<file path="src/sv/sps_pkg.sv">
// Types and constants shared by the stepper phase sequencer modules.
package sps_pkg;

    localparam int PINS_W     = 8;
    localparam int POS_W      = 32;
    localparam int STEPS_W    = 31;
    localparam int PERIOD_W   = 16;
    localparam int HZ_W       = 20;
    localparam int HOLD_W     = 16;
    localparam int CNT_W      = 4;
    localparam int TABLE_W    = 64;
    localparam int MODE_W     = 2;
    localparam int CFG_AW     = 6;
    localparam int CFG_DW     = 64;
    localparam int REG_IDX_W  = 3;
    localparam int IN_DATA_W  = 56;
    localparam int OUT_DATA_W = 96;

    localparam logic [REG_IDX_W-1:0] REG_LIMIT_LOW   = 3'd0;
    localparam logic [REG_IDX_W-1:0] REG_LIMIT_HIGH  = 3'd1;
    localparam logic [REG_IDX_W-1:0] REG_PHASE_COUNT = 3'd2;
    localparam logic [REG_IDX_W-1:0] REG_PHASE_TABLE = 3'd3;
    localparam logic [REG_IDX_W-1:0] REG_HOLD_TICKS  = 3'd4;

    localparam logic [HZ_W-1:0]     DIV_DIVIDEND = 20'd1000000;
    localparam logic [PERIOD_W-1:0] PERIOD_MAX   = 16'hFFFF;
    localparam logic [PERIOD_W-1:0] PERIOD_MIN   = 16'd2;
    localparam logic [HOLD_W-1:0]   HOLD_RESET   = 16'd100;
    localparam logic [CNT_W-1:0]    COUNT_RESET  = 4'd4;
    localparam logic [STEPS_W-1:0]  STEPS_SAT    = 31'h7FFF_FFFF;

    typedef enum logic [MODE_W-1:0] {
        MODE_TICK,
        MODE_MOVE,
        MODE_RATE,
        MODE_ESTOP
    } mode_t;

    typedef enum logic [3:0] {
        ST_IDLE,
        ST_DECODE,
        ST_TICK,
        ST_ESTOP,
        ST_MV_ABS,
        ST_MV_TGT,
        ST_MV_HI,
        ST_MV_LO,
        ST_MV_FIN,
        ST_RATE_GO,
        ST_RATE_WAIT,
        ST_RATE_SET,
        ST_RESULT
    } state_t;

    typedef enum logic [3:0] {
        OP_NONE,
        OP_TICK,
        OP_ESTOP,
        OP_MV_ABS,
        OP_MV_TGT,
        OP_MV_HI,
        OP_MV_LO,
        OP_MV_FIN,
        OP_DIV_START,
        OP_RATE_SET
    } op_t;

    typedef struct packed {
        logic load_in;
        op_t  op;
        logic load_out;
    } cmd_t;

    typedef struct packed {
        mode_t mode;
        logic  estop;
        logic  div_done;
    } sts_t;

    typedef struct packed {
        logic [3:0]             pad;
        logic [HZ_W-1:0]        rate_hz;
        logic signed [POS_W-1:0] step_count;
    } in_data_t;

    typedef struct packed {
        logic [3:0]              pad;
        logic                    stopped;
        logic                    locked;
        logic                    moving;
        logic [STEPS_W-1:0]      steps_left;
        logic signed [POS_W-1:0] position;
        logic [PERIOD_W-1:0]     pulse_period;
        logic                    drive_enable;
        logic                    dir_pin;
        logic [PINS_W-1:0]       phase_pins;
    } out_item_t;

    typedef struct packed {
        logic                 we;
        logic [REG_IDX_W-1:0] idx;
        logic [CFG_DW-1:0]    data;
    } cfg_wr_t;

    typedef struct packed {
        logic signed [POS_W-1:0] limit_low;
        logic signed [POS_W-1:0] limit_high;
        logic [CNT_W-1:0]        phase_count;
        logic [TABLE_W-1:0]      phase_table;
        logic [HOLD_W-1:0]       hold_ticks;
    } cfg_t;

endpackage

</file>
<file path="src/sv/sps_div.sv">
// Restoring divider: constant dividend by the rate, one quotient bit per cycle.
module sps_div (
    input  logic                     aclk,
    input  logic                     aresetn,
    input  logic                     start,
    input  logic [sps_pkg::HZ_W-1:0] divisor,
    output logic [sps_pkg::HZ_W-1:0] quotient,
    output logic                     done
);
    import sps_pkg::*;

    localparam int                 CNT_BITS = $clog2(HZ_W);
    localparam logic [CNT_BITS-1:0] LAST    = CNT_BITS'(HZ_W - 1);

    logic [HZ_W-1:0]     rem_reg, rem_next;
    logic [HZ_W-1:0]     quo_reg, quo_next;
    logic [CNT_BITS-1:0] cnt_reg, cnt_next;
    logic                busy_reg, busy_next;
    logic                done_reg, done_next;
    logic [HZ_W:0]       shifted;
    logic [HZ_W+1:0]     diff;

    // A zero divisor never borrows, so the quotient comes out all ones.
    assign shifted = {rem_reg, quo_reg[HZ_W-1]};
    assign diff    = {1'b0, shifted} - {2'b00, divisor};

    always_comb begin
        rem_next  = rem_reg;
        quo_next  = quo_reg;
        cnt_next  = cnt_reg;
        busy_next = busy_reg;
        done_next = 1'b0;
        if (start) begin
            rem_next  = '0;
            quo_next  = DIV_DIVIDEND;
            cnt_next  = '0;
            busy_next = 1'b1;
        end else if (busy_reg) begin
            if (!diff[HZ_W+1]) begin
                rem_next = diff[HZ_W-1:0];
                quo_next = {quo_reg[HZ_W-2:0], 1'b1};
            end else begin
                rem_next = shifted[HZ_W-1:0];
                quo_next = {quo_reg[HZ_W-2:0], 1'b0};
            end
            cnt_next = cnt_reg + 1'b1;
            if (cnt_reg == LAST) begin
                busy_next = 1'b0;
                done_next = 1'b1;
            end
        end
    end

    always_ff @(posedge aclk) begin
        if (!aresetn) begin
            busy_reg <= 1'b0;
            done_reg <= 1'b0;
            cnt_reg  <= '0;
        end else begin
            busy_reg <= busy_next;
            done_reg <= done_next;
            cnt_reg  <= cnt_next;
        end
    end

    always_ff @(posedge aclk) begin
        rem_reg <= rem_next;
        quo_reg <= quo_next;
    end

    assign quotient = quo_reg;
    assign done     = done_reg;

endmodule

</file>
<file path="src/sv/sps_ctrl.sv">
// Controller state machine: sequences one transaction through the datapath.
module sps_ctrl (
    input  logic          aclk,
    input  logic          aresetn,
    input  logic          s_tvalid,
    output logic          s_tready,
    input  logic          m_tready,
    output logic          m_tvalid,
    output sps_pkg::cmd_t cmd,
    input  sps_pkg::sts_t sts
);
    import sps_pkg::*;

    state_t state_reg, state_next;
    logic   m_valid_reg, m_valid_next;
    logic   out_free;

    assign out_free = !m_valid_reg || m_tready;

    always_comb begin
        state_next = state_reg;
        case (state_reg)
            ST_IDLE:      if (s_tvalid) state_next = ST_DECODE;
            ST_DECODE: begin
                if (sts.mode == MODE_ESTOP) begin
                    state_next = ST_ESTOP;
                end else if (sts.estop) begin
                    state_next = ST_RESULT;
                end else begin
                    case (sts.mode)
                        MODE_TICK: state_next = ST_TICK;
                        MODE_MOVE: state_next = ST_MV_ABS;
                        MODE_RATE: state_next = ST_RATE_GO;
                        default:   state_next = ST_RESULT;
                    endcase
                end
            end
            ST_TICK:      state_next = ST_RESULT;
            ST_ESTOP:     state_next = ST_RESULT;
            ST_MV_ABS:    state_next = ST_MV_TGT;
            ST_MV_TGT:    state_next = ST_MV_HI;
            ST_MV_HI:     state_next = ST_MV_LO;
            ST_MV_LO:     state_next = ST_MV_FIN;
            ST_MV_FIN:    state_next = ST_RESULT;
            ST_RATE_GO:   state_next = ST_RATE_WAIT;
            ST_RATE_WAIT: if (sts.div_done) state_next = ST_RATE_SET;
            ST_RATE_SET:  state_next = ST_RESULT;
            ST_RESULT:    if (out_free) state_next = ST_IDLE;
            default:      state_next = ST_IDLE;
        endcase
    end

    always_comb begin
        cmd          = '{load_in: 1'b0, op: OP_NONE, load_out: 1'b0};
        s_tready     = 1'b0;
        m_valid_next = m_tready ? 1'b0 : m_valid_reg;
        case (state_reg)
            ST_IDLE: begin
                s_tready    = 1'b1;
                cmd.load_in = s_tvalid;
            end
            ST_TICK:     cmd.op = OP_TICK;
            ST_ESTOP:    cmd.op = OP_ESTOP;
            ST_MV_ABS:   cmd.op = OP_MV_ABS;
            ST_MV_TGT:   cmd.op = OP_MV_TGT;
            ST_MV_HI:    cmd.op = OP_MV_HI;
            ST_MV_LO:    cmd.op = OP_MV_LO;
            ST_MV_FIN:   cmd.op = OP_MV_FIN;
            ST_RATE_GO:  cmd.op = OP_DIV_START;
            ST_RATE_SET: cmd.op = OP_RATE_SET;
            ST_RESULT: begin
                if (out_free) begin
                    cmd.load_out = 1'b1;
                    m_valid_next = 1'b1;
                end
            end
            default: ;
        endcase
    end

    always_ff @(posedge aclk) begin
        if (!aresetn) begin
            state_reg   <= ST_IDLE;
            m_valid_reg <= 1'b0;
        end else begin
            state_reg   <= state_next;
            m_valid_reg <= m_valid_next;
        end
    end

    assign m_tvalid = m_valid_reg;

endmodule

</file>
<file path="src/sv/sps_datapath.sv">
// Datapath: configuration registers, motion state, rate divider and result register.
module sps_datapath #(
    parameter int MAX_PHASES  = 8,
    parameter int PHASE_WIDTH = 8
) (
    input  logic               aclk,
    input  logic               aresetn,
    input  sps_pkg::cmd_t      cmd,
    output sps_pkg::sts_t      sts,
    input  sps_pkg::mode_t     in_mode,
    input  sps_pkg::in_data_t  in_data,
    input  sps_pkg::cfg_wr_t   cfg_wr,
    output sps_pkg::cfg_t      cfg,
    output sps_pkg::out_item_t out_item
);
    import sps_pkg::*;

    localparam int                IDX_W      = $clog2(MAX_PHASES);
    localparam logic [CNT_W-1:0]  PHASES_MAX = CNT_W'(MAX_PHASES);
    localparam logic [PINS_W-1:0] PAT_MASK   = PINS_W'((1 << PHASE_WIDTH) - 1);

    function automatic logic [PINS_W-1:0] pattern(input logic [TABLE_W-1:0] tbl,
                                                  input logic [IDX_W-1:0]   idx);
        logic [TABLE_W-1:0] sh;
        sh = tbl >> {idx, 3'b000};
        return sh[PINS_W-1:0] & PAT_MASK;
    endfunction

    function automatic logic [CNT_W-1:0] count_used(input logic [CNT_W-1:0] c);
        return (c > PHASES_MAX) ? PHASES_MAX : c;
    endfunction

    function automatic logic [STEPS_W-1:0] sat_steps(input logic signed [POS_W+1:0] v);
        if (v[POS_W+1])
            return '0;
        else if (v[POS_W:STEPS_W] != 2'b00)
            return STEPS_SAT;
        else
            return v[STEPS_W-1:0];
    endfunction

    cfg_t                    cfg_reg, cfg_next;
    mode_t                   mode_reg;
    logic signed [POS_W-1:0] step_reg;
    logic [HZ_W-1:0]         hz_reg;
    logic signed [POS_W-1:0] pos_reg, pos_next;
    logic [STEPS_W-1:0]      rem_reg, rem_next;
    logic                    dir_reg, dir_next;
    logic                    dirpin_reg, dirpin_next;
    logic [IDX_W-1:0]        idx_reg, idx_next;
    logic [HOLD_W-1:0]       idle_reg, idle_next;
    logic                    lock_reg, lock_next;
    logic                    moving_reg, moving_next;
    logic                    estop_reg, estop_next;
    logic                    en_reg, en_next;
    logic [PINS_W-1:0]       pins_reg, pins_next;
    logic [PERIOD_W-1:0]     period_reg, period_next;
    logic signed [POS_W:0]   tgt_reg, tgt_next;
    out_item_t               out_reg;

    logic [CNT_W-1:0]        n_used;
    logic [IDX_W-1:0]        cur_idx;
    logic [CNT_W-1:0]        inc_idx;
    logic [IDX_W-1:0]        fwd_idx, bwd_idx;
    logic [HOLD_W-1:0]       idle_inc;
    logic signed [POS_W:0]   step_ext, step_mag;
    logic [HZ_W-1:0]         quotient;
    logic                    div_done;

    sps_div u_div (
        .aclk     (aclk),
        .aresetn  (aresetn),
        .start    (cmd.op == OP_DIV_START),
        .divisor  (hz_reg),
        .quotient (quotient),
        .done     (div_done)
    );

    // Phase walk: restart from entry zero when the index lies beyond the count.
    assign n_used   = count_used(cfg_reg.phase_count);
    assign cur_idx  = (CNT_W'(idx_reg) >= n_used) ? '0 : idx_reg;
    assign inc_idx  = CNT_W'(cur_idx) + 1'b1;
    assign fwd_idx  = (inc_idx >= n_used) ? '0 : IDX_W'(inc_idx);
    assign bwd_idx  = (cur_idx == '0) ? IDX_W'(n_used - 1'b1) : cur_idx - 1'b1;
    assign idle_inc = (idle_reg == '1) ? idle_reg : idle_reg + 1'b1;
    assign step_ext = (POS_W+1)'(step_reg);
    assign step_mag = step_reg[POS_W-1] ? -step_ext : step_ext;

    always_comb begin
        cfg_next    = cfg_reg;
        pos_next    = pos_reg;
        rem_next    = rem_reg;
        dir_next    = dir_reg;
        dirpin_next = dirpin_reg;
        idx_next    = idx_reg;
        idle_next   = idle_reg;
        lock_next   = lock_reg;
        moving_next = moving_reg;
        estop_next  = estop_reg;
        en_next     = en_reg;
        pins_next   = pins_reg;
        period_next = period_reg;
        tgt_next    = tgt_reg;

        case (cmd.op)
            OP_TICK: begin
                if (rem_reg == '0) begin
                    if (!lock_reg) begin
                        idle_next = idle_inc;
                        if (idle_inc >= cfg_reg.hold_ticks) begin
                            lock_next = 1'b1;
                            en_next   = 1'b0;
                            pins_next = '0;
                        end
                    end
                end else begin
                    if (lock_reg) begin
                        lock_next = 1'b0;
                        idle_next = '0;
                        en_next   = 1'b1;
                    end
                    dirpin_next = dir_reg;
                    if (n_used != '0) begin
                        pins_next = pattern(cfg_reg.phase_table, cur_idx);
                        idx_next  = dir_reg ? fwd_idx : bwd_idx;
                        rem_next  = rem_reg - 1'b1;
                        pos_next  = dir_reg ? pos_reg + 32'sd1 : pos_reg - 32'sd1;
                        if (rem_reg == STEPS_W'(1)) moving_next = 1'b0;
                    end
                end
            end
            OP_ESTOP: begin
                en_next     = 1'b0;
                pins_next   = '0;
                moving_next = 1'b0;
                estop_next  = 1'b1;
                lock_next   = 1'b0;
                idle_next   = '0;
                rem_next    = '0;
            end
            OP_MV_ABS: begin
                dir_next = !step_reg[POS_W-1];
                rem_next = sat_steps((POS_W+2)'(step_mag));
            end
            OP_MV_TGT: tgt_next = (POS_W+1)'(pos_reg) + step_ext;
            OP_MV_HI: begin
                if (cfg_reg.limit_high > 0 && tgt_reg > (POS_W+1)'(cfg_reg.limit_high))
                    rem_next = sat_steps((POS_W+2)'(cfg_reg.limit_high)
                                         - (POS_W+2)'(pos_reg));
            end
            OP_MV_LO: begin
                if (cfg_reg.limit_low < 0 && tgt_reg < (POS_W+1)'(cfg_reg.limit_low))
                    rem_next = sat_steps((POS_W+2)'(pos_reg)
                                         - (POS_W+2)'(cfg_reg.limit_low));
            end
            OP_MV_FIN: begin
                dirpin_next = dir_reg;
                moving_next = (rem_reg != '0);
                lock_next   = 1'b0;
                idle_next   = '0;
                if (rem_reg != '0) en_next = 1'b1;
            end
            OP_RATE_SET: begin
                if (quotient > HZ_W'(PERIOD_MAX))
                    period_next = PERIOD_MAX;
                else if (quotient < HZ_W'(PERIOD_MIN))
                    period_next = PERIOD_MIN;
                else
                    period_next = quotient[PERIOD_W-1:0];
            end
            default: ;
        endcase

        // The user writes registers only with no transaction in flight; unenforced.
        if (cfg_wr.we) begin
            case (cfg_wr.idx)
                REG_LIMIT_LOW:   cfg_next.limit_low  = cfg_wr.data[POS_W-1:0];
                REG_LIMIT_HIGH:  cfg_next.limit_high = cfg_wr.data[POS_W-1:0];
                REG_PHASE_COUNT: begin
                    cfg_next.phase_count = cfg_wr.data[CNT_W-1:0];
                    if (count_used(cfg_wr.data[CNT_W-1:0]) != '0) begin
                        idx_next  = '0;
                        pins_next = pattern(cfg_reg.phase_table, '0);
                    end
                end
                REG_PHASE_TABLE: begin
                    cfg_next.phase_table = cfg_wr.data;
                    if (n_used != '0) begin
                        idx_next  = '0;
                        pins_next = pattern(cfg_wr.data, '0);
                    end
                end
                REG_HOLD_TICKS:  cfg_next.hold_ticks = cfg_wr.data[HOLD_W-1:0];
                default: ;
            endcase
        end
    end

    always_ff @(posedge aclk) begin
        if (!aresetn) begin
            cfg_reg.limit_low   <= '0;
            cfg_reg.limit_high  <= '0;
            cfg_reg.phase_count <= COUNT_RESET;
            cfg_reg.phase_table <= '0;
            cfg_reg.hold_ticks  <= HOLD_RESET;
            pos_reg             <= '0;
            rem_reg             <= '0;
            dir_reg             <= 1'b1;
            dirpin_reg          <= 1'b1;
            idx_reg             <= '0;
            idle_reg            <= '0;
            lock_reg            <= 1'b0;
            moving_reg          <= 1'b0;
            estop_reg           <= 1'b0;
            en_reg              <= 1'b0;
            pins_reg            <= '0;
            period_reg          <= PERIOD_MAX;
        end else begin
            cfg_reg    <= cfg_next;
            pos_reg    <= pos_next;
            rem_reg    <= rem_next;
            dir_reg    <= dir_next;
            dirpin_reg <= dirpin_next;
            idx_reg    <= idx_next;
            idle_reg   <= idle_next;
            lock_reg   <= lock_next;
            moving_reg <= moving_next;
            estop_reg  <= estop_next;
            en_reg     <= en_next;
            pins_reg   <= pins_next;
            period_reg <= period_next;
        end
    end

    always_ff @(posedge aclk) begin
        tgt_reg <= tgt_next;
        if (cmd.load_in) begin
            mode_reg <= in_mode;
            step_reg <= in_data.step_count;
            hz_reg   <= in_data.rate_hz;
        end
        if (cmd.load_out) begin
            out_reg.pad          <= '0;
            out_reg.stopped      <= estop_reg;
            out_reg.locked       <= lock_reg;
            out_reg.moving       <= moving_reg;
            out_reg.steps_left   <= rem_reg;
            out_reg.position     <= pos_reg;
            out_reg.pulse_period <= period_reg;
            out_reg.drive_enable <= en_reg;
            out_reg.dir_pin      <= dirpin_reg;
            out_reg.phase_pins   <= pins_reg;
        end
    end

    assign sts      = '{mode: mode_reg, estop: estop_reg, div_done: div_done};
    assign cfg      = cfg_reg;
    assign out_item = out_reg;

endmodule

</file>
<file path="src/sv/stepper_phase_sequencer_unit.sv">
// Top level of the stepper phase sequencer: stream ports, register port, controller, datapath.
//
//  Channel   | Ports                          | Carries
//  ----------+--------------------------------+----------------------------------------------
//  command   | s_tvalid s_tready s_tdata      | one tick, move, rate or stop per transaction
//            | s_tuser                        |   (mode in s_tuser)
//  status    | m_tvalid m_tready m_tdata      | one status word per command, state after it
//  registers | psel penable pwrite paddr      | limits, phase count, phase table, hold ticks
//            | pwdata prdata pready           |   (64-bit, register i at byte 8*i)
//
// One command is handled at a time; the controller steps it through the datapath.
// From accept to next accept: a tick or stop runs decode, its operation and result; a command
// ignored after a stop runs decode and result; a move runs abs, target, high, low and finish
// (one 33/34-bit add and compare each); a rate waits on the restoring divider's 20 one-bit steps.
// The status word sits in an output register, so the next command is taken while it waits;
// a stalled m_tready holds only the final write-back.
// Reset is synchronous and active low; all motion state and registers return to defaults.
module stepper_phase_sequencer_unit #(
    parameter int MAX_PHASES  = 8,
    parameter int PHASE_WIDTH = 8
) (
    input  logic                            aclk,
    input  logic                            aresetn,
    // command channel
    input  logic                            s_tvalid,
    output logic                            s_tready,
    input  logic [sps_pkg::IN_DATA_W-1:0]   s_tdata,  // step_count[31:0], rate_hz[51:32], zero pad
    input  logic [sps_pkg::MODE_W-1:0]      s_tuser,  // mode[1:0]
    // status channel
    output logic                            m_tvalid,
    input  logic                            m_tready,
    output logic [sps_pkg::OUT_DATA_W-1:0]  m_tdata,  // phase_pins[7:0], dir_pin[8],
                                                      // drive_enable[9], pulse_period[25:10],
                                                      // position[57:26], steps_left[88:58],
                                                      // moving[89], locked[90], stopped[91],
                                                      // zero pad
    // register port
    input  logic                            psel,
    input  logic                            penable,
    input  logic                            pwrite,
    input  logic [sps_pkg::CFG_AW-1:0]      paddr,
    input  logic [sps_pkg::CFG_DW-1:0]      pwdata,
    output logic [sps_pkg::CFG_DW-1:0]      prdata,
    output logic                            pready
);
    import sps_pkg::*;

    cmd_t      cmd;
    sts_t      sts;
    cfg_wr_t   cfg_wr;
    cfg_t      cfg;
    out_item_t out_item;
    logic [REG_IDX_W-1:0] reg_idx;

    // Decode the register index from the 8-byte aligned address.
    assign reg_idx = paddr[CFG_AW-1:3];
    assign pready  = 1'b1;

    assign cfg_wr = '{we:   psel && penable && pwrite && pready,
                      idx:  reg_idx,
                      data: pwdata};

    // Read back straight from the registers; limits sign-extend.
    always_comb begin
        case (reg_idx)
            REG_LIMIT_LOW:   prdata = CFG_DW'(cfg.limit_low);
            REG_LIMIT_HIGH:  prdata = CFG_DW'(cfg.limit_high);
            REG_PHASE_COUNT: prdata = CFG_DW'(cfg.phase_count);
            REG_PHASE_TABLE: prdata = cfg.phase_table;
            REG_HOLD_TICKS:  prdata = CFG_DW'(cfg.hold_ticks);
            default:         prdata = '0;
        endcase
    end

    sps_ctrl u_ctrl (
        .aclk     (aclk),
        .aresetn  (aresetn),
        .s_tvalid (s_tvalid),
        .s_tready (s_tready),
        .m_tready (m_tready),
        .m_tvalid (m_tvalid),
        .cmd      (cmd),
        .sts      (sts)
    );

    sps_datapath #(
        .MAX_PHASES  (MAX_PHASES),
        .PHASE_WIDTH (PHASE_WIDTH)
    ) u_dp (
        .aclk     (aclk),
        .aresetn  (aresetn),
        .cmd      (cmd),
        .sts      (sts),
        .in_mode  (mode_t'(s_tuser)),
        .in_data  (in_data_t'(s_tdata)),
        .cfg_wr   (cfg_wr),
        .cfg      (cfg),
        .out_item (out_item)
    );

    assign m_tdata = out_item;

endmodule

</file>
<file path="config.mk">
export PLATFORM = sky130hd
export DESIGN_NAME = stepper_phase_sequencer_unit
export DESIGN_NICKNAME = d
export VERILOG_FILES = /design/src/sv/sps_pkg.sv /design/src/sv/sps_div.sv /design/src/sv/sps_ctrl.sv /design/src/sv/sps_datapath.sv /design/src/sv/stepper_phase_sequencer_unit.sv
export SDC_FILE = /design/constraint.sdc
export NUM_CORES = 2
export LEC_CHECK = 0
export BUFFER_PORTS_ARGS = -buffer_cell sky130_fd_sc_hd__buf_2
export CAP_MARGIN = 40
export CORE_ASPECT_RATIO = 1.4
export CORE_MARGIN = 4
export CORE_UTILIZATION = 61
export DETAILED_ROUTE_END_ITERATION = 8
export PLACE_DENSITY = 0.82
export RECOVER_POWER = 50
export SLEW_MARGIN = 25
export SYNTH_ARGS = -nofsm -noshare
export SYNTH_HDL_FRONTEND = slang
export SYNTH_SLANG_ARGS = --single-unit
</file>
<file path="constraint.sdc">
create_clock -name aclk -period 6.4 [get_ports aclk]
set_input_delay 0.96 -clock aclk [delete_from_list [all_inputs] [get_ports aclk]]
set_output_delay 0.96 -clock aclk [all_outputs]
set_load 0.02 [all_outputs]
</file>
==> results.txt <==
Hold violation count in the final report - 0
Number of inserted filler cells in the final layout - 4155
Wire length of the first global-routing pass - 142000 um
Worst Path Required - 5440 ps
Post-layout utilization of the core - 68.7%
Detailed-router iteration count before antenna repair - 7
DIE AREA - 54500 um2
Count of vias placed by the detailed router - 27600
Power per unit of standard cell area - 337 nW/um2
CTS Hold Buffers Added - 0
CP max stage cell - sky130_fd_sc_hd__clkbuf_1
Setup TNS after final layout - 0 ps
Buffer type at the clock tree root - sky130_fd_sc_hd__clkbuf_16
Final Non-Filler Cells - 4487
Commonest cells in the netlist - sky130_fd_sc_hd__nand2_1 (504), sky130_fd_sc_hd__dfxtp_1 (312), sky130_fd_sc_hd__a21oi_1 (259), sky130_fd_sc_hd__nor2_1 (246), sky130_fd_sc_hd__ha_1 (241)
CTS tree - yes
Half-perimeter wire length after placement - 68200 um
Adder and majority cell fraction of the synthesized area - 10.1%
First DRT Iteration DRCs - 2558
Count of flip-flops with a built-in enable after synthesis - 179
Flip-flop count of the largest register, all copies and words added - 148
Setup repair after global routing missed its margin - false
Compound-Gate Fraction of Synth Area - 23.0%
Delay of the slowest cell on the worst path - 2130 ps
Largest family of logic cells by synthesized area - compound AO/OA/AOI/OAI gates
Number of sinks driven by the clock tree - 491
Post-CTS setup repair buffer count - 0
Starting density of the core - 61.7%
Via count of the first global-routing pass - 26400
Worst Path Buf+Inv - 3
Unique masters post-synth - 80
Layout cell share with drive strength beyond 1 - 9.44%
Status - finished with violations
Floorplan Core Area - 50100 um2
Static leakage power - 14.0 nW
Routability-driven placement congestion ratio - 1.01
Largest net degree at the start of global routing - 159
Tightest hold margin - 427 ps
Area growth, synth to finish - 11.2%
Minimum clock period - 5400 ps
Tightest Hold Check Type - flip-flop to flip-flop
Largest fanout of any net on the critical path - 46
Warnings from Yosys - 0
Mean area per synthesized cell - 8.61 um2
Clock Latency Late Sink - 610 ps
Total congestion overflow - 0
Top-area cell type share of the netlist area - 20.2%
Most frequent CP cell - sky130_fd_sc_hd__clkbuf_1
Post-cts gate resize count - 0
Cells traversed along the worst timing path - clkbuf_1 -> clkbuf_1 -> nand2b_1 -> o22ai_1 -> buf_2
Rows - 97
Post-route DRC violation count - 0
Type of origin of the critical path - input port
FF+latch count, synth - 491
Worst relative slew slack - -103%
Top cells by area in the synthesized netlist - sky130_fd_sc_hd__dfxtp_1 (20%), sky130_fd_sc_hd__edfxtp_1 (17%), sky130_fd_sc_hd__ha_1 (9.7%)
Worst IR Drop VDD - 338 uV
Setup skew after layout - 16.7 ps
Post-synthesis share of cell area spent on xor and xnor gates - 5.35%
Number of nets with antenna violations after detailed routing - 0
Number of port buffers - 285
Worst Tran Pin Value - 3050 ps
Antenna violations before repair - 1
Family of cells with the greatest summed delay on the critical path - buffers and inverters
Vias per inst - 6.16
CTS H-Tree Depth - 2
Post-Synthesis Cell Area - 31000 um2
Total routing usage reported by global routing - 32.5%
Final antenna diode count - 0
Number of nets in the finished design - 4183
Sequential share of the synthesized area - 37.5%
Predominant post-synthesis flop cell - sky130_fd_sc_hd__dfxtp_1
Violated checks - max-capacitance violations, max-slew violations
Worst Path Class, Setup - input port to output pin
Highest clock frequency the design can meet - 185 MHz
Number of cells produced by synthesis - 3594
# placed instances - 4389
Share of the cycle needed by the critical path after routing - 84.4%
Sum of routed wire length over all layers - 91200 um
Most area-hungry cell type in the Yosys netlist - sky130_fd_sc_hd__dfxtp_1
Post-layout power - 11.6 mW
Die Y-Extent - 275 um
Routed wire per std cell - 20.3 um
Max Slew Vio Count - 202
Dominant cell by count in the synthesized netlist - sky130_fd_sc_hd__nand2_1
Final-report setup violation count - 0
Proportion of synthesized flip-flops having asynchronous set or reset - 0%
Die X-Extent - 198 um
Number of clock buffers inserted by TritonCTS - 50
Worst path arrival time - 4440 ps
Kind of end point of the critical path - output pin
Portion of netlist area occupied by mux cells - 3.25%
Max Buffers Root-to-Sink - 3
Synthesized-area fraction occupied by and/or/nand/nor cells - 16.3%
Max-capacitance violation count - 5
I/O pin cnt - 298
Clock transition at the register clock pins on the worst setup and hold paths after CTS - 60 ps
==> through the flow <==
stage / cell area [um2] / setup WS (ps)
floorplan: 31000 / 671
global placement: 32800 / 1740
detailed placement: 32900 / 1660
CTS: 34500 / 1620
global route: 34400 / 808
finish: 34400 / 996
==> routing by layer <==
| layer | GRT usage (%) | vias to the layer above | part of all wire (%) |
|---|---|---|---|
| li1 | - | 13400 | - |
| met1 | 41.9 | 12900 | 40 |
| met2 | 54.0 | 1138 | 47 |
| met3 | 4.62 | 242 | 8.1 |
| met4 | 14.8 | 0 | 5.0 |
| met5 | 0 | - | 0 |
==> final timing paths <==
check | slack [ps] | start | cells past startpoint | end
max | 1000 | paddr[3] | 5 | prdata[2]
min | 430 | u_dp.moving_reg | 0 | u_dp.out_item[89]
max reg2reg | 1480 | u_dp.idle_reg[3] | 18 | u_dp.pins_reg[3]
min reg2reg | 430 | u_dp.moving_reg | 0 | u_dp.out_item[89]
==> logic make-up (layout without fill, tap and decap cells) <==
| logic type | count (synthesis) | after routing |
|---|---|---|
| mux | 98 | 98 |
| buf+inv | 359 | 606 |
| other cells | 2 | 5 |
| flops | 491 | 491 |
| simple gates | 1109 | 1109 |
| compound gates | 1100 | 1100 |
| fa+ha+maj | 246 | 246 |
| xor+xnor | 189 | 189 |
==> power breakdown <==
group / switching, mW / internal (mW)
clock: 1.30 / 1.64
sequential: 0.473 / 3.73
combinational: 2.71 / 1.74
total: 4.48 / 7.11
==> layout make-up <==
class	instances	area, um2	share of cell area (%)
Clock inverter	25	189	0.549
Tap cell	643	805	2.34
Inverter	183	687	2.00
Sequential cell	491	11600	33.8
Timing Repair Buffer	329	1660	4.83
Multi-Input combinational cell	2747	18000	52.3
Clock buffer	69	1460	4.23
==> worst register-to-register path: stages (launching register included) <==
cell and delay, ps:
sky130_fd_sc_hd__dfxtp_1 430, sky130_fd_sc_hd__and4_1 230, sky130_fd_sc_hd__and2_1 170, sky130_fd_sc_hd__nand3_1 110, sky130_fd_sc_hd__nor2_1 170, sky130_fd_sc_hd__nand2_1 130, sky130_fd_sc_hd__nor4_1 480, sky130_fd_sc_hd__nor2_1 240
sky130_fd_sc_hd__xor2_1 200, sky130_fd_sc_hd__ha_1 310, sky130_fd_sc_hd__a21o_1 120, sky130_fd_sc_hd__a21oi_1 70, sky130_fd_sc_hd__nor2b_1 120, sky130_fd_sc_hd__o21ai_0 90, sky130_fd_sc_hd__a2111oi_0 580, sky130_fd_sc_hd__a211oi_1 130
sky130_fd_sc_hd__buf_4 220, sky130_fd_sc_hd__a21oi_1 710, sky130_fd_sc_hd__o21ai_0 260
==> cell usage in the layout (no fill, tap or decap), drive strengths merged, types with 34 or more instances in the layout <==
| cell | synthesis | layout |
|---|---|---|
| xnor2 | 98 | 98 |
| dfxtp | 312 | 312 |
| nor2b | 48 | 48 |
| a21boi | 166 | 166 |
| o21ai | 242 | 242 |
| a21oi | 259 | 259 |
| o21a | 42 | 42 |
| nand2 | 504 | 504 |
| nand2b | 38 | 38 |
| mux2i | 78 | 78 |
| o22ai | 34 | 34 |
| clkbuf | 154 | 174 |
| buf | 22 | 224 |
| xor2 | 91 | 91 |
| nor3 | 59 | 59 |
| edfxtp | 179 | 179 |
| nor2 | 246 | 246 |
| inv | 181 | 185 |
| a21o | 103 | 103 |
| a31oi | 38 | 38 |
| ha | 241 | 241 |
| nand3 | 45 | 45 |
Note: power is estimated with default switching activity, not from simulation.
